===== config.mk =====
export PLATFORM = sky130hd
export DESIGN_NAME = axis_interlock_priority_arbiter_unit
export DESIGN_NICKNAME = d
export VERILOG_FILES = /design/src/hdl/aipa_pkg.sv /design/src/hdl/aipa_arbiter.sv /design/src/hdl/axis_interlock_priority_arbiter_unit.sv
export SDC_FILE = /design/constraint.sdc
export NUM_CORES = 1
export LEC_CHECK = 0
export ABC_AREA = 1
export BUFFER_PORTS_ARGS = -buffer_cell sky130_fd_sc_hd__buf_4
export CORE_MARGIN = 2
export CORE_UTILIZATION = 55
export DETAILED_ROUTE_END_ITERATION = 10
export PLACE_DENSITY = 0.78
export SLEW_MARGIN = 20
export SYNTH_ARGS = -nofsm -noshare
export SYNTH_HDL_FRONTEND = slang
export SYNTH_SLANG_ARGS = --single-unit

===== constraint.sdc =====
create_clock -name clk_i -period 5.84 [get_ports clk_i]
set_input_delay 0 -clock clk_i [delete_from_list [all_inputs] [get_ports clk_i]]
set_output_delay 0 -clock clk_i [all_outputs]
set_load 0.005 [all_outputs]

===== src/hdl/aipa_pkg.sv =====
// Shared types and constants for the axis interlock priority arbiter.
// Flag bit positions, interlock and stop mode codes, and the result struct.
`timescale 1ns / 1ps

package aipa_pkg;

  localparam int unsigned FlagWidth = 24;

  // Raw interlock flag bit positions
  localparam int unsigned FBothLim  = 0;
  localparam int unsigned FDrvHl    = 1;
  localparam int unsigned FDrvLag   = 2;
  localparam int unsigned FDrvMaxV  = 3;
  localparam int unsigned FDrvVDiff = 4;
  localparam int unsigned FHw       = 5;
  localparam int unsigned FMaster   = 6;
  localparam int unsigned FAnalog   = 7;
  localparam int unsigned FStall    = 8;
  localparam int unsigned FAxErr    = 9;
  localparam int unsigned FBwdHard  = 10;
  localparam int unsigned FBwdSoft  = 11;
  localparam int unsigned FFwdHard  = 12;
  localparam int unsigned FFwdSoft  = 13;
  localparam int unsigned FTrjHl    = 14;
  localparam int unsigned FTrjLag   = 15;
  localparam int unsigned FTrjMaxV  = 16;
  localparam int unsigned FTrjVDiff = 17;
  localparam int unsigned FPlc      = 18;
  localparam int unsigned FPlcBwd   = 19;
  localparam int unsigned FPlcFwd   = 20;
  localparam int unsigned FEncDiff  = 21;
  localparam int unsigned FSafety   = 22;
  localparam int unsigned FNoExec   = 23;

  typedef enum logic [4:0] {
    CODE_NONE      = 5'd0,
    CODE_SOFT_BWD  = 5'd1,
    CODE_SOFT_FWD  = 5'd2,
    CODE_HARD_BWD  = 5'd3,
    CODE_HARD_FWD  = 5'd4,
    CODE_NO_EXEC   = 5'd5,
    CODE_LAG       = 5'd6,
    CODE_BOTH_LIM  = 5'd7,
    CODE_EXTERNAL  = 5'd8,
    CODE_TRANSFORM = 5'd9,
    CODE_MAX_SPEED = 5'd10,
    CODE_CTRL_HIGH = 5'd11,
    CODE_CTRL_INC  = 5'd12,
    CODE_AXIS_ERR  = 5'd13,
    CODE_UNEXP_LIM = 5'd14,
    CODE_VEL_DIFF  = 5'd15,
    CODE_MASTER    = 5'd16,
    CODE_PLC       = 5'd17,
    CODE_PLC_BWD   = 5'd18,
    CODE_PLC_FWD   = 5'd19,
    CODE_ENC_DIFF  = 5'd20,
    CODE_ANALOG    = 5'd21,
    CODE_SAFETY    = 5'd22,
    CODE_STALL     = 5'd23
  } code_e;

  typedef enum logic [1:0] {
    MODE_RUN    = 2'd0,
    MODE_NORMAL = 2'd1,
    MODE_EMERG  = 2'd2
  } mode_e;

  typedef struct packed {
    code_e code;
    mode_e mode;
    code_e motion;
    logic  drive;
    logic  bwd_s;
    logic  fwd_s;
    logic  bwd_r;
    logic  fwd_r;
  } arb_res_t;

endpackage


===== src/hdl/aipa_arbiter.sv =====
// Combinational interlock arbitration: summaries, priority chain, stop mode
// and direction-aware motion interlock. Depends on aipa_pkg.
`timescale 1ns / 1ps

module aipa_arbiter (
  input  logic [aipa_pkg::FlagWidth-1:0] flags_i,
  input  logic                           mbwd_i,
  input  logic                           mfwd_i,
  output aipa_pkg::arb_res_t             res_o
);
  import aipa_pkg::*;

  logic [FlagWidth-1:0] f;
  code_e emerg;
  code_e code;
  mode_e mode;
  code_e motion;
  logic  drive, bwd_r, fwd_r, common_r;
  logic  bwd_only, fwd_only;

  assign f = flags_i;

  always_comb begin
    if (f[FSafety])                      emerg = CODE_SAFETY;
    else if (f[FBothLim])                emerg = CODE_BOTH_LIM;
    else if (f[FDrvVDiff] || f[FTrjVDiff]) emerg = CODE_VEL_DIFF;
    else if (f[FDrvHl] || f[FTrjHl])     emerg = CODE_CTRL_HIGH;
    else if (f[FMaster])                 emerg = CODE_MASTER;
    else if (f[FHw])                     emerg = CODE_EXTERNAL;
    else if (f[FDrvLag] || f[FTrjLag])   emerg = CODE_LAG;
    else if (f[FAnalog])                 emerg = CODE_ANALOG;
    else if (f[FStall])                  emerg = CODE_STALL;
    else                                 emerg = CODE_NONE;
  end

  always_comb begin
    mode = MODE_NORMAL;
    if (f == '0) begin
      code = CODE_NONE;
      mode = MODE_RUN;
    end else if (emerg != CODE_NONE) begin
      code = emerg;
      mode = MODE_EMERG;
    end else if (f[FBwdHard])                code = CODE_HARD_BWD;
    else if (f[FFwdHard])                    code = CODE_HARD_FWD;
    else if (f[FBwdSoft])                    code = CODE_SOFT_BWD;
    else if (f[FFwdSoft])                    code = CODE_SOFT_FWD;
    else if (f[FDrvMaxV] || f[FTrjMaxV])     code = CODE_MAX_SPEED;
    else if (f[FNoExec])                     code = CODE_NO_EXEC;
    else if (f[FPlc])                        code = CODE_PLC;
    else if (f[FPlcBwd])                     code = CODE_PLC_BWD;
    else if (f[FPlcFwd])                     code = CODE_PLC_FWD;
    else if (f[FEncDiff])                    code = CODE_ENC_DIFF;
    else if (f[FAxErr]) begin
      code = CODE_AXIS_ERR;
      mode = MODE_EMERG;
    end else begin
      // not reached: every flag bit maps to a code
      code = CODE_NONE;
      mode = MODE_RUN;
    end
  end

  assign bwd_only = mbwd_i && !mfwd_i;
  assign fwd_only = mfwd_i && !mbwd_i;

  always_comb begin
    if (code == CODE_NONE || code == CODE_NO_EXEC)   motion = code;
    else if (emerg != CODE_NONE)                     motion = emerg;
    else if (!bwd_only && !fwd_only)                 motion = code;  // direction unclear
    else if (bwd_only && f[FBwdHard])                motion = CODE_HARD_BWD;
    else if (bwd_only && f[FBwdSoft])                motion = CODE_SOFT_BWD;
    else if (fwd_only && f[FFwdHard])                motion = CODE_HARD_FWD;
    else if (fwd_only && f[FFwdSoft])                motion = CODE_SOFT_FWD;
    else if (f[FDrvMaxV] || f[FTrjMaxV])             motion = CODE_MAX_SPEED;
    else if (f[FPlc])                                motion = CODE_PLC;
    else if (bwd_only && f[FPlcBwd])                 motion = CODE_PLC_BWD;
    else if (fwd_only && f[FPlcFwd])                 motion = CODE_PLC_FWD;
    else if (f[FEncDiff])                            motion = CODE_ENC_DIFF;
    else if (f[FAxErr])                              motion = CODE_AXIS_ERR;
    else                                             motion = CODE_NONE;
  end

  assign drive    = |f[FStall:FBothLim];
  assign common_r = drive || f[FAxErr] || f[FTrjHl] || f[FTrjLag] || f[FTrjMaxV]
                    || f[FTrjVDiff] || f[FPlc] || f[FEncDiff] || f[FSafety];
  assign bwd_r    = common_r || f[FBwdHard] || f[FBwdSoft] || f[FPlcBwd];
  assign fwd_r    = common_r || f[FFwdHard] || f[FFwdSoft] || f[FPlcFwd];

  always_comb begin
    res_o.code   = code;
    res_o.mode   = mode;
    res_o.motion = motion;
    res_o.drive  = drive;
    res_o.bwd_r  = bwd_r;
    res_o.fwd_r  = fwd_r;
    res_o.bwd_s  = bwd_r || f[FNoExec];
    res_o.fwd_s  = fwd_r || f[FNoExec];
  end

endmodule


===== src/hdl/axis_interlock_priority_arbiter_unit.sv =====
// Top level of the axis interlock priority arbiter: input register, state
// (previous setpoint, previous code, latch) and result register.
// Depends on aipa_pkg and aipa_arbiter.
`timescale 1ns / 1ps

// Usage
//   Input channel (in_valid_i / in_ready_o) carries one control-cycle sample:
//   raw interlock flags, command class, trajectory source, target position,
//   position setpoint, velocity setpoint and a latch clear request.
//   Output channel (out_valid_o / out_ready_i) carries one result per sample:
//   active interlock code, stop mode, latched code, summaries, change flag.
// Path: an accepted transaction is held in the input register, then moves
//   into the result register, which drives the output ports.
// Throughput: one transaction per cycle while out_ready_i is high; the
//   arbitration is a single pass of shallow logic between the registers.
// Reset: clears both valid bits, the previous setpoint, the previous code and
//   the latch (all to zero / none).
// Stall: while out_ready_i is low the result holds; one more transaction is
//   taken into the input register, then in_ready_o drops until the result
//   drains. State advances only when a sample moves into the result register.

module axis_interlock_priority_arbiter_unit #(
  parameter int unsigned POSITION_WIDTH = 32
) (
  input  logic                              clk_i,
  input  logic                              rst_ni,
  input  logic                              in_valid_i,
  output logic                              in_ready_o,
  input  logic [aipa_pkg::FlagWidth-1:0]    interlock_flags_i,
  input  logic                              velocity_command_i,
  input  logic                              external_trajectory_i,
  input  logic signed [POSITION_WIDTH-1:0]  target_position_i,
  input  logic signed [POSITION_WIDTH-1:0]  position_setpoint_i,
  input  logic signed [31:0]                velocity_setpoint_i,
  input  logic                              clear_latch_i,
  output logic                              out_valid_o,
  input  logic                              out_ready_i,
  output logic [4:0]                        interlock_code_o,
  output logic [1:0]                        stop_mode_o,
  output logic [4:0]                        latched_code_o,
  output logic                              drive_summary_o,
  output logic                              bwd_summary_o,
  output logic                              fwd_summary_o,
  output logic                              bwd_summary_reported_o,
  output logic                              fwd_summary_reported_o,
  output logic                              code_changed_o
);
  import aipa_pkg::*;

  // input register
  logic                             in_valid_q;
  logic [FlagWidth-1:0]             flags_q;
  logic                             velcmd_q;
  logic signed [POSITION_WIDTH-1:0] tgt_q;
  logic signed [POSITION_WIDTH-1:0] sp_q;
  logic signed [31:0]               vel_q;
  logic                             clr_q;

  // state
  logic signed [POSITION_WIDTH-1:0] prev_sp_q;
  code_e                            prev_code_q;
  code_e                            latch_q, latch_d;

  // result register
  logic     out_valid_q;
  arb_res_t res_q;
  logic     changed_q;

  logic     advance;
  logic     vneg, vpos, mbwd, mfwd;
  code_e    latch_base;
  arb_res_t res;
  arb_res_t res_out;

  assign advance    = in_valid_q && (!out_valid_q || out_ready_i);
  assign in_ready_o = !in_valid_q || advance;

  assign vneg = vel_q[31];
  assign vpos = (vel_q != '0) && !vel_q[31];
  assign mbwd = (tgt_q < sp_q) || (sp_q < prev_sp_q) || (velcmd_q && vneg);
  assign mfwd = (tgt_q > sp_q) || (sp_q > prev_sp_q) || (velcmd_q && vpos);

  aipa_arbiter u_arbiter (
    .flags_i (flags_q),
    .mbwd_i  (mbwd),
    .mfwd_i  (mfwd),
    .res_o   (res)
  );

  always_comb begin
    latch_base = clr_q ? CODE_NONE : latch_q;
    latch_d    = latch_base;
    if (res.code != CODE_NONE && res.code != CODE_NO_EXEC && latch_base == CODE_NONE &&
        res.motion != CODE_NONE && res.motion != CODE_NO_EXEC) begin
      latch_d = res.motion;
    end
  end

  // result carries the latch after this step
  always_comb begin
    res_out        = res;
    res_out.motion = latch_d;
  end

  always_ff @(posedge clk_i or negedge rst_ni) begin
    if (!rst_ni) begin
      in_valid_q  <= 1'b0;
      out_valid_q <= 1'b0;
      prev_sp_q   <= '0;
      prev_code_q <= CODE_NONE;
      latch_q     <= CODE_NONE;
    end else begin
      if (in_ready_o) begin
        in_valid_q <= in_valid_i;
      end
      if (advance) begin
        out_valid_q <= 1'b1;
        prev_sp_q   <= sp_q;
        prev_code_q <= res.code;
        latch_q     <= latch_d;
      end else if (out_ready_i) begin
        out_valid_q <= 1'b0;
      end
    end
  end

  always_ff @(posedge clk_i) begin
    if (in_valid_i && in_ready_o) begin
      flags_q  <= interlock_flags_i;
      velcmd_q <= velocity_command_i || external_trajectory_i;
      tgt_q    <= target_position_i;
      sp_q     <= position_setpoint_i;
      vel_q    <= velocity_setpoint_i;
      clr_q    <= clear_latch_i;
    end
    if (advance) begin
      res_q     <= res_out;
      changed_q <= (res.code != prev_code_q);
    end
  end

  assign out_valid_o            = out_valid_q;
  assign interlock_code_o       = res_q.code;
  assign stop_mode_o            = res_q.mode;
  assign latched_code_o         = res_q.motion;
  assign drive_summary_o        = res_q.drive;
  assign bwd_summary_o          = res_q.bwd_s;
  assign fwd_summary_o          = res_q.fwd_s;
  assign bwd_summary_reported_o = res_q.bwd_r;
  assign fwd_summary_reported_o = res_q.fwd_r;
  assign code_changed_o         = changed_q;

endmodule


* After elaboration in Yosys (flattened, before gate mapping)
Cells that the tools add are included.
** Storage, ports and cells
- Bits of input ports :: 127
- Bits in registers :: 184
- Output and inout port bits :: 20
- Logic and storage cells :: 141
** Cells by class
- Reduce and logical (&&, ||, !) cells :: 63
- Multiplexer cells :: 49
- Eq/ne operators :: 4
- Order comparisons :: 4
** Operator list (number)
- two-way mux 5 bit :: 34
- greater-than comparator 32 bit :: 2
- < comparator 32 bit :: 2
- nonzero test 32 bit :: 1
- logical OR 1 bit :: 28
- zero test 24 bit :: 1
- two-way mux 2 bit :: 12
- logical AND 1 bit :: 18
- nonzero test 5 bit :: 3
- zero test 5 bit :: 2
- inequality test 5 x 3 -> 1 bit, second input constant :: 2
- OR reduction 9 bit :: 1
- zero test 1 bit :: 7
- == test 5 x 3 -> 1 bit, second input constant :: 1
- inequality test 5 bit :: 1
- two-way mux 4 bit :: 1
- two-way mux 1 bit :: 2
- nonzero test 2 bit :: 1
- OR reduction 2 bit :: 1

* Longest topological paths before layout
- Word-level depth :: 21
- Depth in mapped cells :: 33
- Depth with buffers taken out :: 33

* By module
A second synthesis with hierarchy kept.
** Second synthesis, totals
- Cell total of the unflattened synthesis :: 809
- Area total of the unflattened synthesis :: 8720.9 µm²
** Modules (own cells, without submodules)
- axis_interlock_priority_arbiter_unit :: sequential area each 5305.1 µm², area each 7827.5 µm², cells an instance 627, instances 1
- aipa_arbiter :: sequential area each 0.0 µm², area each 893.4 µm², cells an instance 182, instances 1

* Worst setup path after synthesis
No wires, ideal clock.
- Kind :: flip-flop to flip-flop
- Start point :: register out_valid_q, in the netlist out_valid_o
- End point :: register clr_q, enable pin
- Slack :: 2387 ps
- Clock period less this slack :: 3453 ps
- Stages on the path, launching flop included :: 4
- Buffers on the path :: 0
- Data required time :: 5365 ps
- Setup time :: 475 ps
- Arrival time :: 2978 ps
- Cells stage by stage :: dfrtp_1 nand3_1 nand2_1 inv_1
** Between the ends
- Longest elaborated chain between the ends :: 5
** Ends and longest elaborated chain
- start: declaration :: line axis_interlock_priority_arbiter_unit.sv:65 : logic out_valid_q;
- start signal: assignment :: line axis_interlock_priority_arbiter_unit.sv:108 : out_valid_q <= 1'b0;
- start signal: assignment :: line axis_interlock_priority_arbiter_unit.sv:117 : out_valid_q <= 1'b1;
- start signal: assignment :: line axis_interlock_priority_arbiter_unit.sv:122 : out_valid_q <= 1'b0;
- zero test 1 bit :: line axis_interlock_priority_arbiter_unit.sv:75 : assign advance = in_valid_q && (!out_valid_q || out_ready_i);
- logical OR 1 bit :: line axis_interlock_priority_arbiter_unit.sv:75
- logical AND 1 bit :: line axis_interlock_priority_arbiter_unit.sv:75
- logical OR 1 bit :: line axis_interlock_priority_arbiter_unit.sv:76 : assign in_ready_o = !in_valid_q || advance;
- via in_ready_o :: line axis_interlock_priority_arbiter_unit.sv:28 : output logic in_ready_o,
- logical AND 1 bit :: line axis_interlock_priority_arbiter_unit.sv:128 : if (in_valid_i && in_ready_o) begin
- end signal: assignment :: line axis_interlock_priority_arbiter_unit.sv:134 : clr_q <= clear_latch_i;
- end: declaration :: line axis_interlock_priority_arbiter_unit.sv:57 : logic clr_q;
The timed path passes the listed nets, and every way through them passes these cells.
A chain may end at the register's enable or synchronous reset.

* Final worst setup path
- Start point :: register sp_q[31]
- End point :: register res_q (netlist bit latched_code_o[1]) (data pin)
** Between the ends
- Longest elaborated chain between the ends :: 21
** Ends and longest elaborated chain
- start: declaration :: line axis_interlock_priority_arbiter_unit.sv:55 : logic signed [POSITION_WIDTH-1:0] sp_q;
- start signal: assignment :: line axis_interlock_priority_arbiter_unit.sv:132 : sp_q <= position_setpoint_i;
- < comparator 32 bit :: line axis_interlock_priority_arbiter_unit.sv:80 : assign mbwd = (tgt_q < sp_q) || (sp_q < prev_sp_q) || (velcmd_q && vneg);
- logical OR 1 bit (2 in a row) :: line axis_interlock_priority_arbiter_unit.sv:80
- zero test 1 bit :: line aipa_arbiter.sv:65 : assign fwd_only = mfwd_i && !mbwd_i;
- logical AND 1 bit :: line aipa_arbiter.sv:65
- logical AND 1 bit :: line aipa_arbiter.sv:78 : else if (fwd_only && f[FPlcFwd]) motion = CODE_PLC_FWD;
- two-way mux 5 bit :: line aipa_arbiter.sv:78
- two-way mux 5 bit :: line aipa_arbiter.sv:77 : else if (bwd_only && f[FPlcBwd]) motion = CODE_PLC_BWD;
- two-way mux 5 bit :: line aipa_arbiter.sv:76 : else if (f[FPlc]) motion = CODE_PLC;
- [... 5 more ...]
- two-way mux 5 bit (*) :: line aipa_arbiter.sv:70 : else if (!bwd_only && !fwd_only) motion = code;
- two-way mux 5 bit (*) :: line aipa_arbiter.sv:69 : else if (emerg != CODE_NONE) motion = emerg;
- two-way mux 5 bit (*) :: line aipa_arbiter.sv:68 : if (code == CODE_NONE || code == CODE_NO_EXEC) motion = code;
- nonzero test 5 bit :: line axis_interlock_priority_arbiter_unit.sv:94 : res.motion != CODE_NONE && res.motion != CODE_NO_EXEC) begin
- logical AND 1 bit :: line axis_interlock_priority_arbiter_unit.sv:93 : if (res.code != CODE_NONE && res.code != CODE_NO_EXEC && latch_base == CODE_NONE &&
- logical AND 1 bit :: line axis_interlock_priority_arbiter_unit.sv:94
- two-way mux 5 bit (*) :: line axis_interlock_priority_arbiter_unit.sv:93
- via latch_d[1] :: line axis_interlock_priority_arbiter_unit.sv:62 : code_e latch_q, latch_d;
- end signal: assignment :: line axis_interlock_priority_arbiter_unit.sv:137 : res_q <= res_out;
- end: declaration :: line axis_interlock_priority_arbiter_unit.sv:66 : arb_res_t res_q;
Mark *: on every way through the listed nets, which the timed path passes. The rest lies on a longest branch.

==> results.yml <==
run_status:
  status: "complete, no violations"
drt:
  drc: 0
  viasPerCell: 5.29
  post_drt_wl_per_cell_um: 16.3
  vias: 6652
  wl_um: 20500
  dr.first_iter.drc_count: 499
  dr.pass1.iters: 5
  final_antenna_net_count: 0
yosys:
  ys_seq_area_share_pct: 62.1
  ys.flop_type: "edfxtp_1"
  synthXorXnorAreaFrac_pct: 0.512
  yosys.area_share.adder_pct: 9.66
  synth_simple_gate_area_share_pct: 15.1
  post_synth.cell_area_avg_um2: 11.1
  synth_compound_area_share_pct: 7.03
  synth_area_mm2: 0.00855
  synth_common_cells: "nand2_1 (162), edfxtp_1 (140), inv_1 (113)"
  ys_ff_latch: 184
  async_flop_share_pct: 23.9
  synth_top_area_cell: "edfxtp_1"
  netlist_instances: 769
  yosys.cell_types.count: 39
  synth-edff-count: 140
  synth_top_cell_area_share_pct: 49.2
  synth_top_family_by_area: "simple AND/OR/NAND/NOR gates"
  synth.area.top_cells: "edfxtp_1 (49%), dfrtp_1 (13%), ha_1 (9.7%), nand2_1 (7.1%), inv_1 (5.0%)"
  syn_nets: 962
  synth_most_common_cell: "nand2_1"
  synthMuxAreaShare_pct: 0
  synth_warnings: 0
critical_path:
  cpLargestDelayFamily: "simple AND/OR/NAND/NOR gates"
  required_ns: 6.02
  worst-path-max-fanout: 7
  crit_slowest_cell: "nor4b_1"
  arrival_ns: 4.11
  cp-start-kind: "flop"
  crit_start: "sp_q[31]"
  crit_type: "flop to flop"
  cp_common_cell: "nand2_1"
  max_stage_delay_ns: 0.51
  endpoint_kind: "flop"
  worst-path-buf-inv: 1
  reg2reg_from: "sp_q[31]"
  path_cells: "ha_1 -> nand4_1 -> nor3_1 -> nor4b_1 -> nand2_1 -> nand2_1 -> xor2_1 -> nand3_1 -> ha_1 -> and3b_1 -> nand3_1 -> nand2_1 -> nand2_1 -> nand2_1 -> o21ai_0 -> nand2_1 -> inv_1 -> nand2_1 -> nand3_2 -> nand2_2"
clock_tree:
  cts_buffers: 17
  cts.clk_slew.worst_paths_ns: 0.07
  cts-root-buf: "clkbuf_16"
  postCtsSetupRepairBufs: 0
  cts_tree: "done"
  htree_levels: 4
  clk_path_buf_depth: 2
  postCtsResizedCells: 0
  cts.sinks: 184
  clkLatencyLatePin_ns: 0.44
timing:
  timing.fmax_ghz: 0.255
  fin_crit_sh_pct: 67.2
  tightestPinTransition_ns: 0.968
  setup_slack_ns: 1.92
  rsz0062_at_grt: "no"
  fin_worst_skew_ns: 0.0111
  fin_setup_tns_ns: 0
  fin_hold_ws_ns: 0.134
  hold_violations: 0
  fin_crit_ns: 3.92
  slew_headroom_pct: 35.1
  final_max_slew_viol_count: 0
  setup_viol: 0
floorplan:
  dieArea_mm2: 0.0166
  start_util_pct: 56.2
  ioPinCount: 147
  dieWidth_um: 129
  die-height_um: 129
  rows: 45
  core-area_mm2: 0.0152
power:
  leakagePower_nw: 5.22
  p_per_area_mw_per_mm2: 305
  peakVddDrop_uv: 238
  total_power_mw: 3.58
final_layout:
  fillers: 915
  syn_to_final_growth_pct: 37.0
  final_cells: 1257
  drive_gt1_share_pct: 19.7
  multi_input_area_mm2: 0.00277
  regArea_mm2: 0.00531
  fin_nets: 1248
placement:
  dpl_worst_slack_ns: 1.95
  io_buffer_count: 146
  dp_cells: 1096
  place_congestion: 0.892
  dp_hpwl_um: 11900
grt:
  grt_use_met2_pct: 46.3
  grt_use_met1_pct: 30.7
  top_usage_layer: "met2"
  grt_pass1_vias: 6702
  use_met3_pct: 6.65
  grt_pass1_wl_um: 32600
  grt_overflow_total: 0
  antenna_found_initial: 1
  grt_max_degree: 74
  grt_use_total_pct: 26.0
job:
  max_cap_viol_count: 0
hold_path:
  hold_class: "input pin to async pin"
registers in the layout (all words and copies together), names as in the netlist, 2 cells and up:
name / count
interlock_code_o: 5
sp_q: 32
tgt_q: 32
latched_code_o: 5
latch_q: 5
flags_q: 24
vel_q: 32
prev_code_q: 5
stop_mode_o: 2
prev_sp_q: 32
where the power goes:
part           leakage [nW]  switching, mW  internal (mW)
Sequential             1.86         0.0910           1.60
Clock                 0.278          0.546          0.572
Combinational          3.08          0.426          0.338
cell usage in the layout, fill, tap and decap left out, types with 2 or more instances in the layout:
| master | synthesis | routed |
|---|---|---|
| nor4_1 | 11 | 11 |
| inv_1 | 113 | 111 |
| a21oi_1 | 32 | 32 |
| o2111ai_1 | 2 | 2 |
| nand2_4 | 3 | 3 |
| o21ai_2 | 2 | 2 |
| nor2_4 | 3 | 3 |
| clkbuf_16 | 0 | 17 |
| nand2_1 | 162 | 161 |
| buf_4 | 0 | 148 |
| ha_1 | 66 | 66 |
| nor2_1 | 33 | 33 |
| dfrtp_1 | 44 | 44 |
| edfxtp_1 | 140 | 140 |
| o21ai_0 | 53 | 53 |
| nand3_1 | 26 | 26 |
| o211ai_1 | 3 | 3 |
| clkinv_8 | 0 | 2 |
| nor3_1 | 8 | 8 |
| a211oi_1 | 3 | 3 |
| nand4_1 | 15 | 15 |
| nor2_2 | 4 | 4 |
| clkinvlp_4 | 0 | 3 |
| inv_6 | 0 | 3 |
| inv_2 | 2 | 2 |
| inv_8 | 0 | 6 |
| dlygate4sd3_1 | 0 | 128 |
| xor2_1 | 5 | 5 |
| o21a_1 | 2 | 2 |
| nand2_2 | 8 | 9 |
| a31oi_1 | 7 | 7 |
cells by family (layout without fill, tap and decap cells):
group	after synthesis	in the layout
AO/OA/AOI/OAI	109	109
other	0	1
buffers and inverters	124	423
XOR/XNOR	5	5
AND/OR/NAND/NOR	281	281
flip-flops	184	184
adder cells (fa/ha/maj)	66	66
through the flow:
stage               area, um2  utilization (%)
global route            11700             77.1
global placement         9850             64.8
detailed placement       9850             64.8
floorplan                8550                -
finish                  11700             77.1
CTS                     11700             77.0
worst paths after layout:
check                                     to  slack (ns)  depth (start not counted)
hold / removal                  prev_sp_q[8]        0.13                          2
hold reg to reg                   latch_q[1]        0.49                          2
min in group clk_i                  sp_q[20]        0.27                          2
max in group asynchronous         latch_q[2]        5.30                          2
setup reg to reg           latched_code_o[1]        1.92                         20
setup / recovery           latched_code_o[1]        1.92                         20
final cells by class:
type,count,share of cell area [%]
clock buffer,17,3.63
clock inverter,15,1.31
timing repair buffer,276,20.4
inverter,115,3.71
antenna,1,0.0214
multi-input combinational,461,23.6
tap,188,2.01
sequential,184,45.3
per-layer routing:
metal	vias to the layer above	wire length, um
met5	-	0
met4	0	458
met3	37	1060
met2	246	10800
met1	3146	8130
li1	3223	-
timing repair:
action / 4_1_cts / 5_1_grt
endpoints found under the hold margin: 168 / 0
hold buffers: 128 / 0
endpoints found under the setup margin: 0 / 0
Power figures use the tool's default switching activity.
